==> src/rtl/tlc_pkg.sv <==
// tlc_pkg: shared types, field widths and codes for the tile LRU cache.
// No dependencies; used by every module of the block.
`default_nettype none

package tlc_pkg;

  localparam int CAPACITY = 64;
  localparam int SCAN_W   = $clog2(CAPACITY);
  localparam int CNT_W    = $clog2(CAPACITY + 1);

  localparam int LEVEL_W  = 5;
  localparam int COORD_W  = 16;
  localparam int HANDLE_W = 16;
  localparam int KEY_W    = LEVEL_W + 2 * COORD_W;
  localparam int OCC_W    = 7;

  localparam logic [1:0] OP_INSERT = 2'd0;
  localparam logic [1:0] OP_TOUCH  = 2'd1;
  localparam logic [1:0] OP_LOOKUP = 2'd2;

  localparam logic [2:0] ST_IGNORED  = 3'd0;
  localparam logic [2:0] ST_INSERTED = 3'd1;
  localparam logic [2:0] ST_UPDATED  = 3'd2;
  localparam logic [2:0] ST_HIT      = 3'd3;
  localparam logic [2:0] ST_MISS     = 3'd4;

  typedef logic [KEY_W-1:0]    key_t;
  typedef logic [HANDLE_W-1:0] handle_t;

  typedef struct packed {
    logic [1:0]         opcode;
    logic [LEVEL_W-1:0] tile_level;
    logic [COORD_W-1:0] tile_x;
    logic [COORD_W-1:0] tile_y;
    handle_t            item_handle;
  } in_word_t;

  typedef struct packed {
    logic [2:0]       status;
    logic             released_valid;
    logic             released_by_eviction;
    handle_t          released_handle;
    logic [OCC_W-1:0] occupancy;
  } out_word_t;

  // One cache entry as it moves along the chain
  typedef struct packed {
    logic    valid;
    key_t    key;
    handle_t handle;
  } entry_t;

  // Hit flag and hit handle rippling back towards the head
  typedef struct packed {
    logic    hit;
    handle_t handle;
  } scan_t;

  typedef struct packed {
    logic scan_en;
    logic shift_all;
    logic shift_hit;
  } cell_ctrl_t;

endpackage

`default_nettype wire

==> src/rtl/tlc_ctrl.sv <==
// tlc_ctrl: request/result registers, sequencer, fill count and the
// excluded-level register. Depends on tlc_pkg.
`default_nettype none

module tlc_ctrl (
  input  wire                          clk,
  input  wire                          rst,
  input  wire                          in_valid,
  output logic                         in_ready,
  input  tlc_pkg::in_word_t            in_data,
  output logic                         out_valid,
  input  wire                          out_ready,
  output tlc_pkg::out_word_t           out_data,
  input  wire                          cfg_we,
  input  wire [tlc_pkg::LEVEL_W-1:0]   cfg_wdata,
  output tlc_pkg::key_t                req_key,
  output tlc_pkg::cell_ctrl_t          cell_ctrl,
  output tlc_pkg::entry_t              head,
  input  tlc_pkg::scan_t               head_scan,
  input  tlc_pkg::entry_t              tail
);
  import tlc_pkg::*;

  typedef enum logic [2:0] {
    S_IDLE   = 3'b001,
    S_SCAN   = 3'b010,
    S_UPDATE = 3'b100
  } state_t;

  state_t              state, state_next;
  logic [SCAN_W-1:0]   cnt, cnt_next;
  logic [CNT_W-1:0]    count, count_next;
  logic [LEVEL_W-1:0]  excluded_level;
  in_word_t            req;
  out_word_t           res;
  logic                load_out;

  assign in_ready = (state == S_IDLE);
  assign req_key  = {req.tile_level, req.tile_x, req.tile_y};

  // new head entry: a touch carries the hit entry's own handle forward
  always_comb begin
    head.valid  = 1'b1;
    head.key    = req_key;
    head.handle = (req.opcode == OP_INSERT) ? req.item_handle : head_scan.handle;
  end

  always_comb begin
    state_next = state;
    cnt_next   = cnt;
    count_next = count;
    cell_ctrl  = '0;
    load_out   = 1'b0;
    res        = '0;
    unique case (state)
      S_IDLE: begin
        if (in_valid) begin
          state_next = S_SCAN;
          cnt_next   = '0;
        end
      end
      S_SCAN: begin
        cell_ctrl.scan_en = 1'b1;
        cnt_next          = SCAN_W'(cnt + 1'b1);
        if (cnt == SCAN_W'(CAPACITY - 1)) begin
          state_next = S_UPDATE;
        end
      end
      S_UPDATE: begin
        if (!out_valid || out_ready) begin
          load_out   = 1'b1;
          state_next = S_IDLE;
          unique case (req.opcode)
            OP_INSERT: begin
              if (req.tile_level == excluded_level) begin
                res.status = ST_IGNORED;
              end else if (head_scan.hit) begin
                cell_ctrl.shift_hit = 1'b1;
                res.status          = ST_UPDATED;
                res.released_valid  = 1'b1;
                res.released_handle = head_scan.handle;
              end else begin
                cell_ctrl.shift_all = 1'b1;
                res.status          = ST_INSERTED;
                if (count == CNT_W'(CAPACITY)) begin
                  // tail slot drops off the end of the chain
                  res.released_valid       = 1'b1;
                  res.released_by_eviction = 1'b1;
                  res.released_handle      = tail.handle;
                end else begin
                  count_next = CNT_W'(count + 1'b1);
                end
              end
            end
            OP_TOUCH: begin
              if (head_scan.hit) begin
                cell_ctrl.shift_hit = 1'b1;
                res.status          = ST_HIT;
              end else begin
                res.status = ST_MISS;
              end
            end
            default: begin
              res.status = head_scan.hit ? ST_HIT : ST_MISS;
            end
          endcase
        end
      end
      default: begin
        state_next = S_IDLE;
      end
    endcase
    res.occupancy = OCC_W'(count_next);
  end

  always_ff @(posedge clk) begin
    if (rst) begin
      state          <= S_IDLE;
      count          <= '0;
      excluded_level <= '0;
      out_valid      <= 1'b0;
      cnt            <= '0;
    end else begin
      state <= state_next;
      count <= count_next;
      cnt   <= cnt_next;
      if (cfg_we) begin
        excluded_level <= cfg_wdata;
      end
      if (load_out) begin
        out_valid <= 1'b1;
      end else if (out_ready) begin
        out_valid <= 1'b0;
      end
    end
  end

  always_ff @(posedge clk) begin
    if (in_valid && in_ready) begin
      req <= in_data;
    end
    if (load_out) begin
      out_data <= res;
    end
  end

endmodule

`default_nettype wire

==> config.mk <==
export PLATFORM = sky130hd
export DESIGN_NAME = tlc_ctrl
export DESIGN_NICKNAME = d
export VERILOG_FILES = /design/src/rtl/tlc_pkg.sv /design/src/rtl/tlc_ctrl.sv
export SDC_FILE = /design/constraint.sdc
export NUM_CORES = 1
export LEC_CHECK = 0
export ABC_AREA = 1
export BUFFER_PORTS_ARGS = -buffer_cell sky130_fd_sc_hd__buf_2
export CAP_MARGIN = 20
export CORE_UTILIZATION = 41
export DETAILED_ROUTE_END_ITERATION = 8
export GPL_TIMING_DRIVEN = 0
export HOLD_SLACK_MARGIN = 0.08
export MAX_ROUTING_LAYER = met4
export PLACE_DENSITY = 0.8
export SYNTH_ARGS = -nofsm -noshare
export SYNTH_HDL_FRONTEND = slang
export SYNTH_SLANG_ARGS = --single-unit
==> constraint.sdc <==
create_clock -name clk -period 2.4 [get_ports clk]
set_clock_uncertainty 0.1 [all_clocks]
set_input_delay 0.36 -clock clk [delete_from_list [all_inputs] [get_ports clk]]
set_output_delay 0.36 -clock clk [all_outputs]
set_load 0.03 [all_outputs]
==> flow_summary.json <==
{
  "status": "finished, final reports clean",
  "final_cell_area_um2": 6660,
  "numPortBuffers": 219,
  "grt_pass1_wl_um": 16800,
  "dpl-instance-area_um2": 6120,
  "wl_met1_um": 4870,
  "wire_per_inst_um": 13.5,
  "worst-setup-path-type": "reg2out",
  "syn_area_um2": 4810,
  "rsz0062_at_grt": "true",
  "endpoint_kind": "primary output",
  "dp_hpwl_um": 8510,
  "synth_area_leaders": "edfxtp_1, buf_4, nand2_1",
  "via_per_inst": 4.50,
  "cts.path.max_buffers": 2,
  "synth.net_count": 607,
  "firstDrtPassIters": 4,
  "first_iter_violations": 199,
  "crit_path_cell_trace": "nor2_4, inv_1, clkbuf_1, nand2_1, nand2_1, buf_2",
  "async_reset_ff_frac": 0,
  "die_h_um": 110,
  "worst_path_max_delay_cell": "edfxtp_1",
  "clk-insertion-delay-late_ns": 0.34,
  "drc": 0,
  "overflow": 0,
  "drive_gt1_frac": 0.460,
  "ys_top_cells_by_count": "nand2_1, edfxtp_1, buf_4, inv_1, nand3_1",
  "met2_length_um": 5640,
  "register_area_um2": 2930,
  "synthFlopType": "edfxtp_1",
  "ant_nets": 0,
  "routabilityCongestion": 0.891,
  "cts.sinks": 105,
  "n_fill_cell": 972,
  "slew_viol_final": 0,
  "cp-start-kind": "flop",
  "layout.nets": 860,
  "antenna_found_initial": 1,
  "netlist.area_leader.share": 0.518,
  "crit_family": "buffers and inverters",
  "dr.max_layer_used": "met4",
  "yosysSeqAreaShare": 0.610,
  "htree_levels": 3,
  "hold_violations": 0,
  "ys_warn_count": 0,
  "tightestPinTransition_ns": 0.858,
  "slowest_delay_ns": 0.44,
  "fin_util": 0.583,
  "clk_pin_slew_ns": 0.07,
  "grtUsageTotal": 0.193,
  "critPathBufInv": 3,
  "syn_area_per_cell_um2": 10.3,
  "cts-root-buf": "clkbuf_16",
  "cap_violations": 0,
  "initial_utilization": 0.421,
  "numCtsBuffers": 9,
  "synth-edff-count": 83,
  "hp-class": "in2reg",
  "ios": 260,
  "tritoncts": "yes",
  "power.leakage_nw": 3.21,
  "path_max_fanout": 10,
  "powerDensity_nw_per_um2": 679,
  "yosysTopAreaCell": "edfxtp_1",
  "wl_met3_um": 919,
  "post-synth-top-count-cell": "nand2_1",
  "synth_cell_types": 31,
  "setup_viol": 0,
  "max-slew-margin-rel": 0.428,
  "area_growth_pct": 38.6,
  "core_um2": 11400,
  "vias": 3913,
  "multi_input_area_um2": 1140,
  "fmax_mhz": 438,
  "dieArea_um2": 12200,
  "ys_seq_elements": 105,
  "crit_top_cell": "nand2_1",
  "totalWireLength_um": 11700,
  "grt_pass1_vias": 3427,
  "critical_path_required_ns": 1.94,
  "crit_arrival_ns": 1.82,
  "layout_min_cycle_time_ns": 2.28,
  "fin_crit_sh": 0.951,
  "die_w_um": 110,
  "synth_cells": 468,
  "grt_max_degree": 32,
  "ir_drop_uv": 426,
  "num_rows": 39,
  "r2r_slack_ns": 0.40
}
==> layout by cell type, fill, tap and decap left out, drive strengths merged, types with 2 or more instances in the layout <==
cell	n
nand3b	2
ha	3
nor2	28
a21oi	18
inv	37
nand3	28
clkinv	3
buf	304
dlygate4sd3	20
nand2	132
clkbuf	13
bufinv	2
edfxtp	83
o21ai	12
nor3	5
dfxtp	22
nand4	6
==> layer usage <==
layer  vias to the layer above  track usage
met5                         -            -
met4                         0       0.0789
met3                        21       0.0564
met2                       188        0.307
met1                      1731        0.230
li1                       1973            -
==> per-stage QoR <==
stage | setup slack (ns) | power [mW] | std cells | setup TNS [ns] | hold slack (ns)
3_5_place_dp | -0.0796 | 2.99 | 831 | -0.350 | 0.354
4_1_cts | 0.0375 | 4.54 | 852 | 0 | 0.0803
5_1_grt | -0.0131 | 4.69 | 870 | -0.0132 | 0.0792
2_1_floorplan | 0.000591 | 2.71 | 468 | 0 | 0.329
6_report | 0.117 | 4.53 | 870 | 0 | 0.0941
3_3_place_gp | 0.00587 | 2.97 | 830 | 0 | 0.343
==> cells by family (layout without fill, tap and decap cells) <==
group                      count (synthesis)  count (layout)  synth area share
and+or+nand+nor                          201             202             0.182
xor gates and xnor gates                   1               1           0.00182
buffers and inverters                    123             380             0.160
adders and majority gates                  3               3           0.00781
other                                      1               2          0.000780
DFF                                      105             105             0.610
AOI/OAI and AO/OA                         34              34            0.0377
==> worst register-to-register path: cells and delay by family (launching register included) <==
family | cells | cell delay (ns)
and+or+nand+nor | 6 | 0.95
buffers and inverters | 3 | 0.49
DFF | 1 | 0.31
==> what timing repair did <==
item	CTS	global route
pin swaps	1	0
buffers inserted	1	0
setup endpoints to repair	12	3
resized for setup	2	4
hold buffers	3	17
gates cloned	1	0
endpoints found under the hold margin	3	17
==> path summary, 6_finish.rpt <==
check,start,to,cells after the start
max,req[54]$_DFFE_PP_,head[14],6
min,in_data[46],head[46]$_DFFE_PP_,1
max reg2reg,state[0]$_SDFFE_PP1P_,out_data[14]$_SDFFCE_PP0P_,9
min reg2reg,cnt[4]$_SDFFE_PP0P_,cnt[4]$_SDFFE_PP0P_,2
==> power breakdown <==
| group | leakage, nW | switching, mW | internal [mW] |
|---|---|---|---|
| logic | 2.10 | 0.521 | 0.328 |
| clock network | 0.152 | 0.637 | 0.910 |
| registers | 0.960 | 0.0555 | 2.07 |
==> state kept, by name, indices dropped and copies added, names as in the netlist <==
register        cells
req                18
head               37
count               7
cnt                 6
out_data           28
state               3
excluded_level      5
out_valid           1
==> cell type report <==
cell class | instances | area share
flip-flops and latches | 105 | 0.440
repair buffers | 241 | 0.199
multi-input cells | 241 | 0.171
plain buffers | 86 | 0.0948
clock buffers | 10 | 0.0344
well taps | 143 | 0.0269
inverters | 37 | 0.0214
clock inverters | 6 | 0.0122
diodes | 1 | 0.000376
(Power assumes the default switching activity.)
