**src/rtl/tlc_pkg.sv**
```systemverilog
// tlc_pkg: shared types, field widths and codes for the tile LRU cache.
// No dependencies; used by every module of the block.
`default_nettype none

package tlc_pkg;

  localparam int CAPACITY = 64;
  localparam int SCAN_W   = $clog2(CAPACITY);
  localparam int CNT_W    = $clog2(CAPACITY + 1);

  localparam int LEVEL_W  = 5;
  localparam int COORD_W  = 16;
  localparam int HANDLE_W = 16;
  localparam int KEY_W    = LEVEL_W + 2 * COORD_W;
  localparam int OCC_W    = 7;

  localparam logic [1:0] OP_INSERT = 2'd0;
  localparam logic [1:0] OP_TOUCH  = 2'd1;
  localparam logic [1:0] OP_LOOKUP = 2'd2;

  localparam logic [2:0] ST_IGNORED  = 3'd0;
  localparam logic [2:0] ST_INSERTED = 3'd1;
  localparam logic [2:0] ST_UPDATED  = 3'd2;
  localparam logic [2:0] ST_HIT      = 3'd3;
  localparam logic [2:0] ST_MISS     = 3'd4;

  typedef logic [KEY_W-1:0]    key_t;
  typedef logic [HANDLE_W-1:0] handle_t;

  typedef struct packed {
    logic [1:0]         opcode;
    logic [LEVEL_W-1:0] tile_level;
    logic [COORD_W-1:0] tile_x;
    logic [COORD_W-1:0] tile_y;
    handle_t            item_handle;
  } in_word_t;

  typedef struct packed {
    logic [2:0]       status;
    logic             released_valid;
    logic             released_by_eviction;
    handle_t          released_handle;
    logic [OCC_W-1:0] occupancy;
  } out_word_t;

  // One cache entry as it moves along the chain
  typedef struct packed {
    logic    valid;
    key_t    key;
    handle_t handle;
  } entry_t;

  // Hit flag and hit handle rippling back towards the head
  typedef struct packed {
    logic    hit;
    handle_t handle;
  } scan_t;

  typedef struct packed {
    logic scan_en;
    logic shift_all;
    logic shift_hit;
  } cell_ctrl_t;

endpackage

`default_nettype wire

```
**src/rtl/tlc_cell.sv**
```systemverilog
// tlc_cell: one entry slot of the recency chain, with its own key compare.
// Depends on tlc_pkg.
`default_nettype none

module tlc_cell (
  input  wire                 clk,
  input  wire                 rst,
  input  tlc_pkg::key_t       req_key,
  input  tlc_pkg::cell_ctrl_t ctrl,
  input  tlc_pkg::entry_t     entry_in,   // from the more recent neighbour
  output tlc_pkg::entry_t     entry_out,  // this slot
  input  tlc_pkg::scan_t      scan_in,    // from the less recent neighbour
  output tlc_pkg::scan_t      scan_out
);
  import tlc_pkg::*;

  entry_t ent;
  scan_t  scan;
  logic   match;
  logic   shift;

  assign match = ent.valid && (ent.key == req_key);
  // cells from the head down to the hit slot move one place on a promote
  assign shift = ctrl.shift_all || (ctrl.shift_hit && scan.hit);

  // only the valid bit is reset; key and handle are read while valid
  always_ff @(posedge clk) begin
    if (rst) begin
      ent.valid <= 1'b0;
    end else if (shift) begin
      ent.valid <= entry_in.valid;
    end
    if (shift) begin
      ent.key    <= entry_in.key;
      ent.handle <= entry_in.handle;
    end
  end

  always_ff @(posedge clk) begin
    if (ctrl.scan_en) begin
      scan.hit    <= match || scan_in.hit;
      scan.handle <= match ? ent.handle : scan_in.handle;
    end
  end

  assign entry_out = ent;
  assign scan_out  = scan;

endmodule

`default_nettype wire

```
**config.mk**
```make
export PLATFORM = sky130hd
export DESIGN_NAME = tlc_cell
export DESIGN_NICKNAME = d
export VERILOG_FILES = /design/src/rtl/tlc_pkg.sv /design/src/rtl/tlc_cell.sv
export SDC_FILE = /design/constraint.sdc
export NUM_CORES = 1
export LEC_CHECK = 0
export BUFFER_PORTS_ARGS = -buffer_cell sky130_fd_sc_hd__buf_4
export CAP_MARGIN = 30
export CORE_MARGIN = 5
export CORE_UTILIZATION = 42
export DETAILED_ROUTE_END_ITERATION = 8
export PLACE_DENSITY_LB_ADDON = 0.1
export SLEW_MARGIN = 20
export SYNTH_ARGS = -nofsm -noshare
export SYNTH_HDL_FRONTEND = slang
export SYNTH_SLANG_ARGS = --single-unit
```
**constraint.sdc**
```tcl
create_clock -name clk -period 2.35 [get_ports clk]
set_clock_uncertainty 0.1 [all_clocks]
set_input_delay 0.1175 -clock clk [delete_from_list [all_inputs] [get_ports clk]]
set_output_delay 0.1175 -clock clk [all_outputs]
set_load 0.005 [all_outputs]
```
==> results of run 1 <==
-- where the power goes --
| group | total (mW) | leakage [nW] | internal [mW] | switching, mW |
|---|---|---|---|---|
| clock | 0.778 | 0.0827 | 0.362 | 0.416 |
| combinational | 0.531 | 1.45 | 0.362 | 0.169 |
| sequential | 1.55 | 0.704 | 1.50 | 0.0510 |
| total | 2.86 | 2.23 | 2.22 | 0.636 |
-- area by class of cell --
| class | instances | area, sq um | area share |
|---|---|---|---|
| inverter | 1 | 3.75 | 0.000727 |
| clock inverter | 7 | 30.0 | 0.00581 |
| multi-input combinational | 70 | 653 | 0.126 |
| tap | 77 | 96.3 | 0.0187 |
| sequential | 71 | 2120 | 0.411 |
| clock buffer | 9 | 124 | 0.0240 |
| timing repair buffer | 260 | 2140 | 0.414 |
-- synthesized netlist by cell type --
cell and number:
edfxtp_1 70, xnor2_1 32, mux2_4 9, nand4_1 8, mux2_2 7, xor2_1 4
nor2_1 2, nor4_1 2, a2111oi_1 1, a21o_1 1, buf_6 1, dfxtp_1 1
inv_1 1, mux2i_1 1, nand4_2 1, o21ai_0 1, or2b_1 1
-- worst paths after layout --
path	from	end
min reg2reg	entry_out[1]	scan_out[1]
min	ctrl[2]	scan_out[12]
max reg2reg	entry_out[19]	scan_out[7]
max	entry_out[19]	scan_out[7]
-- routing by layer --
layer / share of wire / global-route usage / up-vias / wire length (um)
met5: 0 / 0 / - / 0
met4: 0.016 / 0.0804 / 0 / 139
met3: 0.085 / 0.0661 / 11 / 719
met1: 0.32 / 0.184 / 1085 / 2680
met2: 0.58 / 0.409 / 99 / 4950
li1: - / - / 1086 / -
-- cell usage in the layout (no fill, tap or decap) --
cell,instances
a2111oi_1,1
a21o_2,1
buf_4,187
buf_6,1
clkbuf_8,9
clkinv_1,4
clkinv_2,3
dfxtp_1,1
dlygate4sd3_1,72
edfxtp_1,70
inv_1,1
mux2_2,7
mux2_4,9
mux2i_1,1
nand4_1,8
nand4_2,1
nor2_1,2
nor4_1,2
o21ai_0,1
or2b_1,1
xnor2_1,32
xor2_1,4
-- cells by family after synthesis --
logic type | Yosys count | share of synthesized area
flip-flops | 71 | 0.761
XOR/XNOR | 36 | 0.113
multiplexers | 17 | 0.0803
buffers and inverters | 2 | 0.00538
AO/OA/AOI/OAI | 3 | 0.00807
AND/OR/NAND/NOR | 14 | 0.0323
-- what timing repair did --
action | in CTS | in global routing
resized for setup | 0 | 1
hold endpoints to repair | 71 | 0
endpoints found under the setup margin | 0 | 1
hold buffers | 72 | 0
-- state kept, by name, summed over array words and instances (netlist names) --
signal     count
entry_out     54
scan_out      17
-- through the flow --
stage | instance area [sq um] | power [mW] | cells | worst slack (ps) | util
6_report | 5160 | 2.86 | 495 | 141 | 0.804
5_1_grt | 5160 | 2.99 | 495 | 42.4 | 0.804
3_3_place_gp | 4290 | 1.99 | 407 | 56.6 | 0.667
3_5_place_dp | 4290 | 2.00 | 407 | 55.6 | 0.667
4_1_cts | 5160 | 2.88 | 495 | 59.0 | 0.804
2_1_floorplan | 2790 | 1.69 | 143 | 245 | -
==> results.py, run 1 <==
metrics = {
    "route": {
        "drt_iter0_drc": 31,
        "ant_nets": 0,
        "post-route-drc-count": 0,
        "vias_per_cell": 4.61,
        "wl_per_cell_um": 17.1,
        "dr.pass1.iters": 4,
        "vias": 2281,
        "wl_um": 8490,
    },
    "cells_and_area": {
        "nFillCells": 388,
        "n_antenna_cell": 0,
        "drive_gt1_frac": 0.522,
        "fin_nets": 526,
        "syn_to_final_growth_pct": 85.2,
    },
    "clock_network": {
        "cts_sinks": 71,
        "cts_made_buffers": 9,
        "htreeDepth": 3,
        "clockRootBuffer": "clkbuf_8",
        "cts_tree": "done",
        "cts.path.max_buffers": 2,
        "postCtsSetupRepairBufs": 0,
        "clk_pin_slew_ps": 70,
        "clock_latency_ps": 330,
    },
    "grt": {
        "grt_pass1_vias": 2643,
        "grt_pass1_wl_um": 13000,
        "gr-total-overflow": 0,
        "track_usage": 0.204,
        "grt_max_degree": 26,
        "antenna_found_initial": 0,
    },
    "sta": {
        "setup_viol": 0,
        "timing.hold.ws_ps": 68.4,
        "fin_crit_ps": 2210,
        "worstMarginPinSlew_ps": 525,
        "timing_hold_violations_final": 0,
        "fmax_ghz": 0.453,
        "slew_headroom": 0.649,
        "maxSlewViolCount": 0,
        "rsz0062_at_grt": "no",
        "period_share": 0.940,
        "setup_tns_ps": 0,
    },
    "die": {
        "pin_count": 184,
        "start_util": 0.434,
        "dieArea_sq_um": 8370,
        "fp.dieH_um": 91.5,
        "num_rows": 29,
        "dieWidth_um": 91.5,
        "core-area_sq_um": 6420,
    },
    "critical_path": {
        "crit_type": "flip-flop to flip-flop",
        "cp.required_ps": 2340,
        "cp.depth": 6,
        "worstRegToRegCells": 6,
        "cp_slowest_stage_delay_ps": 460,
        "cp.buffers_inverters": 1,
        "worstSetupEndpointType": "flip-flop",
        "worstPathMaxFanout": 17,
        "reg2reg_slack_ps": 140,
        "path_cells": "xnor2_1 -> nand4_1 -> nor4_1 -> nand4_2 -> buf_6 -> mux2_4",
        "critical_path_arrival_ps": 2190,
        "cp_top_family": "simple AND/OR/NAND/NOR gates",
        "crit_slowest_cell": "nor4_1",
        "start_kind": "flip-flop",
    },
    "synthesis": {
        "synthCells": 143,
        "yosysWarningCount": 0,
        "synth-seq-cells": 71,
        "synthTopCellsByArea": "edfxtp_1 (75%), xnor2_1 (10%), mux2_4 (4.8%), mux2_2 (2.8%), nand4_1 (1.8%)",
        "yosys.area.top_type": "edfxtp_1",
        "synth-seq-area-share": 0.761,
        "ys_types": 17,
        "netlist.area_leader.share": 0.754,
        "synth_nets": 256,
        "netlist_area_sq_um": 2790,
        "synth_area_per_cell_sq_um": 19.5,
    },
    "worst_hold_path": {
        "hold-path-cell-count": 1,
        "hold_class": "input port to flip-flop",
    },
    "run": {
        "maxCapViolations": 0,
    },
    "power_and_ir_drop": {
        "ir_drop_mv": 0.381,
        "p_leak_nw": 2.23,
        "p_per_area_nw_per_um2": 554,
    },
    "place": {
        "place_congestion": 0.746,
        "io_buffers": 183,
        "post-dp-hpwl_um": 5830,
    },
    "outcome": {
        "status": "finished, final reports clean",
    },
}
Power figures use the tool's default switching activity.
==> run 2, diff against run 1 <==
- CORE_ASPECT_RATIO: not set -> 1.4
==> run 2 against run 1 <==
Net effect: highest routed layer unchanged; clock-buffer cell count did not move; largest cell class unchanged; power grew 9.0%; critical endpoint is now scan_out[14]; utilization fell by 0.34 points.
==> results.py, run 2 (synthesized netlist as in run 1, its figures left out) <==
metrics = {
    "critical_path": {
        "cp.required_ps": 2340,
        "worstPathMaxFanout": 17,
        "worstSetupEndpointType": "flip-flop",
        "crit_type": "flip-flop to flip-flop",
        "start_kind": "flip-flop",
        "critical_path_arrival_ps": 2170,
    },
    "die": {
        "core-area_sq_um": 6530,
        "start_util": 0.427,
        "dieArea_sq_um": 8390,
        "num_rows": 35,
        "dieWidth_um": 78.9,
        "fp.dieH_um": 106,
        "pin_count": 184,
    },
    "route": {
        "ant_nets": 0,
        "dr.pass1.iters": 5,
        "vias_per_cell": 4.73,
        "drt_iter0_drc": 90,
        "wl_um": 8660,
        "post-route-drc-count": 0,
        "vias": 2320,
        "wl_per_cell_um": 17.7,
    },
    "power_and_ir_drop": {
        "power.total_mw": 3.12,
        "ir_drop_mv": 0.640,
        "p_per_area_nw_per_um2": 597,
        "p_leak_nw": 2.25,
    },
    "grt": {
        "antenna_found_initial": 0,
        "grt_pass1_vias": 2623,
        "grt_max_degree": 55,
        "gr-total-overflow": 0,
        "track_usage": 0.210,
        "grt_pass1_wl_um": 13100,
    },
    "cells_and_area": {
        "drive_gt1_frac": 0.529,
        "nFillCells": 382,
        "layout_commonest_cell": "buf_4",
        "n_antenna_cell": 0,
        "syn_to_final_growth_pct": 87.3,
        "fin_cells": 490,
        "layout_common_cells": "buf_4 (185), dlygate4sd3_1 (72), edfxtp_1 (70), xnor2_1 (32)",
        "fin_nets": 524,
        "largest_reg_flops": 54,
    },
    "sta": {
        "worstMarginPinSlew_ps": 402,
        "setup_viol": 0,
        "setup_tns_ps": 0,
        "fin_crit_ps": 2180,
        "period_share": 0.927,
        "rsz0062_at_grt": "no",
        "timing_hold_violations_final": 0,
        "slew_headroom": 0.731,
        "fmax_ghz": 0.459,
        "maxSlewViolCount": 0,
    },
    "outcome": {
        "status": "finished, final reports clean",
    },
    "place": {
        "place_congestion": 0.759,
        "placed_cells": 402,
        "io_buffers": 183,
    },
    "clock_network": {
        "clockRootBuffer": "clkbuf_8",
        "htreeDepth": 3,
        "cts_tree": "done",
        "clk_pin_slew_ps": 80,
        "cts_made_buffers": 9,
        "clock_latency_ps": 330,
        "cts_sinks": 71,
        "cts.path.max_buffers": 2,
    },
    "worst_hold_path": {
        "hold_class": "input port to flip-flop",
    },
    "run": {
        "maxCapViolations": 0,
    },
}
run 2: worst max-delay path, stage by stage (launching register included):
cell and delay [ps]:
edfxtp_1 420, xnor2_1 220, nand4_1 180, nor4_2 220, buf_4 160, nand4_2 60
buf_4 240, mux2_4 330
run 2: through the flow:
step	hold WS (ps)	util	cell area (sq um)	setup slack [ps]
final	55.3	0.801	5230	172
after global routing	37.7	0.801	5230	46.1
after CTS	41.2	0.799	5210	83.7
after detailed placement	178	0.656	4280	86.8
after global placement	178	0.656	4280	100
after floorplan	89.9	-	2790	245
run 2: worst paths after layout:
check	slack, ps	endpoint	cells after the start	start
setup reg to reg	170	scan_out[14]	7	entry_out[18]
hold / removal	60	scan_out[5]	1	ctrl[2]
hold reg to reg	480	scan_out[6]	1	entry_out[6]
setup / recovery	170	scan_out[14]	7	entry_out[18]
run 2: repair_timing:
action                                  CTS  global route
endpoints found under the setup margin    0            16
hold buffers                             72             0
buffers inserted                          0             0
gates resized for setup                   0             2
endpoints found under the hold margin    71             0
run 2: power by group:
part           switching, mW  leakage [nW]  internal (mW)
clock                  0.446         0.100          0.588
sequential            0.0516         0.704           1.50
combinational          0.169          1.44          0.362
run 2: per-layer routing:
metal,part of all wire,track usage,vias up
met3,0.091,0.0881,17
met1,0.32,0.185,1100
met4,0.025,0.0811,0
met5,0,0,-
met2,0.57,0.407,122
li1,-,-,1081
run 2: layout make-up:
cell class                      count  area, sq um  area share
Clock buffer                        9          124      0.0237
Clock inverter                      7         87.6      0.0168
Inverter                            1         3.75    0.000718
Multi-Input combinational cell     70          666       0.127
Sequential cell                    71         2120       0.406
Tap cell                           74         92.6      0.0177
Timing Repair Buffer              258         2130       0.408
==> run 3, diff against run 2 <==
- CORE_UTILIZATION: 42 -> 38
- SETUP_SLACK_MARGIN: not set -> 0.2
- clock period: 2.35 -> 1.9 ns (I/O delays scaled with it)
==> run 3 against run 2 <==
Net effect: the run now ends with setup timing left; critical path depth fell by 1; register-to-register slack got worse by 370 ps; final cell count rose by 10%; cell area rose by 4.9%; critical endpoint unchanged; largest cell class unchanged; largest power group unchanged; highest routed layer unchanged.
==> results.py, run 3 (synthesized netlist as in run 1, its figures left out) <==
metrics = {
    "cells_and_area": {
        "largest_reg_flops": 54,
        "syn_to_final_growth_pct": 96.5,
        "fin_nets": 552,
        "n_antenna_cell": 0,
        "layout_commonest_cell": "buf_4",
        "multi_input_area_sq_um": 688,
        "nFillCells": 453,
        "seqCellArea_sq_um": 2120,
        "drive_gt1_frac": 0.556,
        "layout_common_cells": "buf_4 (211), dlygate4sd3_1 (72), edfxtp_1 (70), xnor2_1 (32)",
    },
    "critical_path": {
        "start_kind": "flip-flop",
        "crit_type": "flip-flop to flip-flop",
        "worstSetupEndpointType": "flip-flop",
        "cp.required_ps": 1890,
        "critical_path_arrival_ps": 2080,
        "worstPathMaxFanout": 17,
        "worstRegToRegCells": 6,
    },
    "die": {
        "dieWidth_um": 82.4,
        "pin_count": 184,
        "dieArea_sq_um": 9180,
        "num_rows": 37,
        "start_util": 0.384,
        "fp.dieH_um": 111,
        "core-area_sq_um": 7270,
    },
    "place": {
        "io_buffers": 183,
        "place_ws_ps": -234,
        "post-dp-hpwl_um": 5980,
        "place_congestion": 0.749,
    },
    "sta": {
        "timing.hold.ws_ps": 39.8,
        "maxSlewViolCount": 0,
        "worst_slack_ps": -198,
        "timing_hold_violations_final": 0,
        "fmax_ghz": 0.477,
        "period_share": 1.10,
        "fin_crit_ps": 2100,
        "setup_tns_ps": -2880,
        "rsz0062_at_grt": "yes",
        "worstMarginPinSlew_ps": 368,
        "setup_viol": 16,
        "slew_headroom": 0.755,
    },
    "grt": {
        "grt_max_degree": 29,
        "gr-total-overflow": 0,
        "track_usage": 0.182,
        "antenna_found_initial": 0,
        "grt_pass1_wl_um": 12400,
        "grt_pass1_vias": 2659,
    },
    "clock_network": {
        "cts_sinks": 71,
        "clk_pin_slew_ps": 70,
        "cts_tree": "done",
        "clockRootBuffer": "clkbuf_8",
        "cts.path.max_buffers": 2,
        "cts_made_buffers": 9,
        "htreeDepth": 3,
        "clock_latency_ps": 340,
    },
    "worst_hold_path": {
        "hold_class": "input port to flip-flop",
        "hold-path-cell-count": 1,
    },
    "route": {
        "drt_iter0_drc": 79,
        "vias": 2375,
        "vias_per_cell": 4.39,
        "wl_um": 8330,
        "ant_nets": 0,
        "wl_per_cell_um": 15.4,
        "post-route-drc-count": 0,
        "dr.pass1.iters": 4,
    },
    "power_and_ir_drop": {
        "ir_drop_mv": 0.430,
        "power.total_mw": 3.74,
        "p_leak_nw": 2.41,
        "p_per_area_nw_per_um2": 683,
    },
    "outcome": {
        "violations": "setup timing",
        "status": "finished with violations",
    },
    "run": {
        "maxCapViolations": 0,
    },
}
## run 3: cell count changes in the layout (fill, tap and decap cells not counted), moves of 2 or more
| cell | before | now |
|---|---|---|
| nor4_4 | 0 | 2 |
| clkinvlp_4 | 2 | 0 |
| buf_4 | 185 | 211 |
| nor4_2 | 2 | 0 |
| buf_12 | 1 | 3 |
## run 3: worst paths after layout
check,from,to,slack [ps]
min,ctrl[2],scan_out[13],40
max reg2reg,entry_out[47],scan_out[14],-200
min reg2reg,entry_out[53],entry_out[53],450
max,entry_out[47],scan_out[14],-200
## run 3: area by class of cell
cell class	count	area share
repair buffers	286	0.432
flip-flops and latches	71	0.387
multi-input cells	70	0.126
clock buffers	10	0.0233
well taps	97	0.0222
clock inverters	6	0.00936
inverters	1	0.000685
## run 3: metal layers
| layer | global-route usage | vias to the layer above | share of wire |
|---|---|---|---|
| met5 | 0 | - | 0 |
| met4 | 0.0909 | 0 | 0.027 |
| met3 | 0.0534 | 16 | 0.086 |
| met2 | 0.335 | 110 | 0.56 |
| met1 | 0.175 | 1110 | 0.32 |
| li1 | - | 1139 | - |
## run 3: where the power goes
part	switching, mW	internal (mW)	total, mW	leakage (nW)
clock	0.518	0.589	1.11	0.0925
combinational	0.220	0.499	0.720	1.61
sequential	0.0621	1.86	1.92	0.704
total	0.800	2.94	3.74	2.41
## run 3: critical path, stage by stage, from the launching register on
cell	delay, ps
edfxtp_1	420
xnor2_1	160
nand4_1	180
nor4_4	330
nand4_2	150
buf_12	190
mux2_4	300
## run 3: timing repair
| item | CTS | global route |
|---|---|---|
| endpoints found under the setup margin | 17 | 17 |
| gates resized for setup | 1 | 1 |
| setup buffers | 2 | 2 |
| pin swaps | 0 | 2 |
| hold buffers | 72 | 0 |
| hold endpoints to repair | 71 | 0 |
## run 3: stage by stage
stage	util	cell area, sq um	std cells
2_1_floorplan	-	2810	143
3_3_place_gp	0.624	4530	449
3_5_place_dp	0.624	4530	449
4_1_cts	0.751	5460	539
5_1_grt	0.754	5480	541
6_report	0.754	5480	541
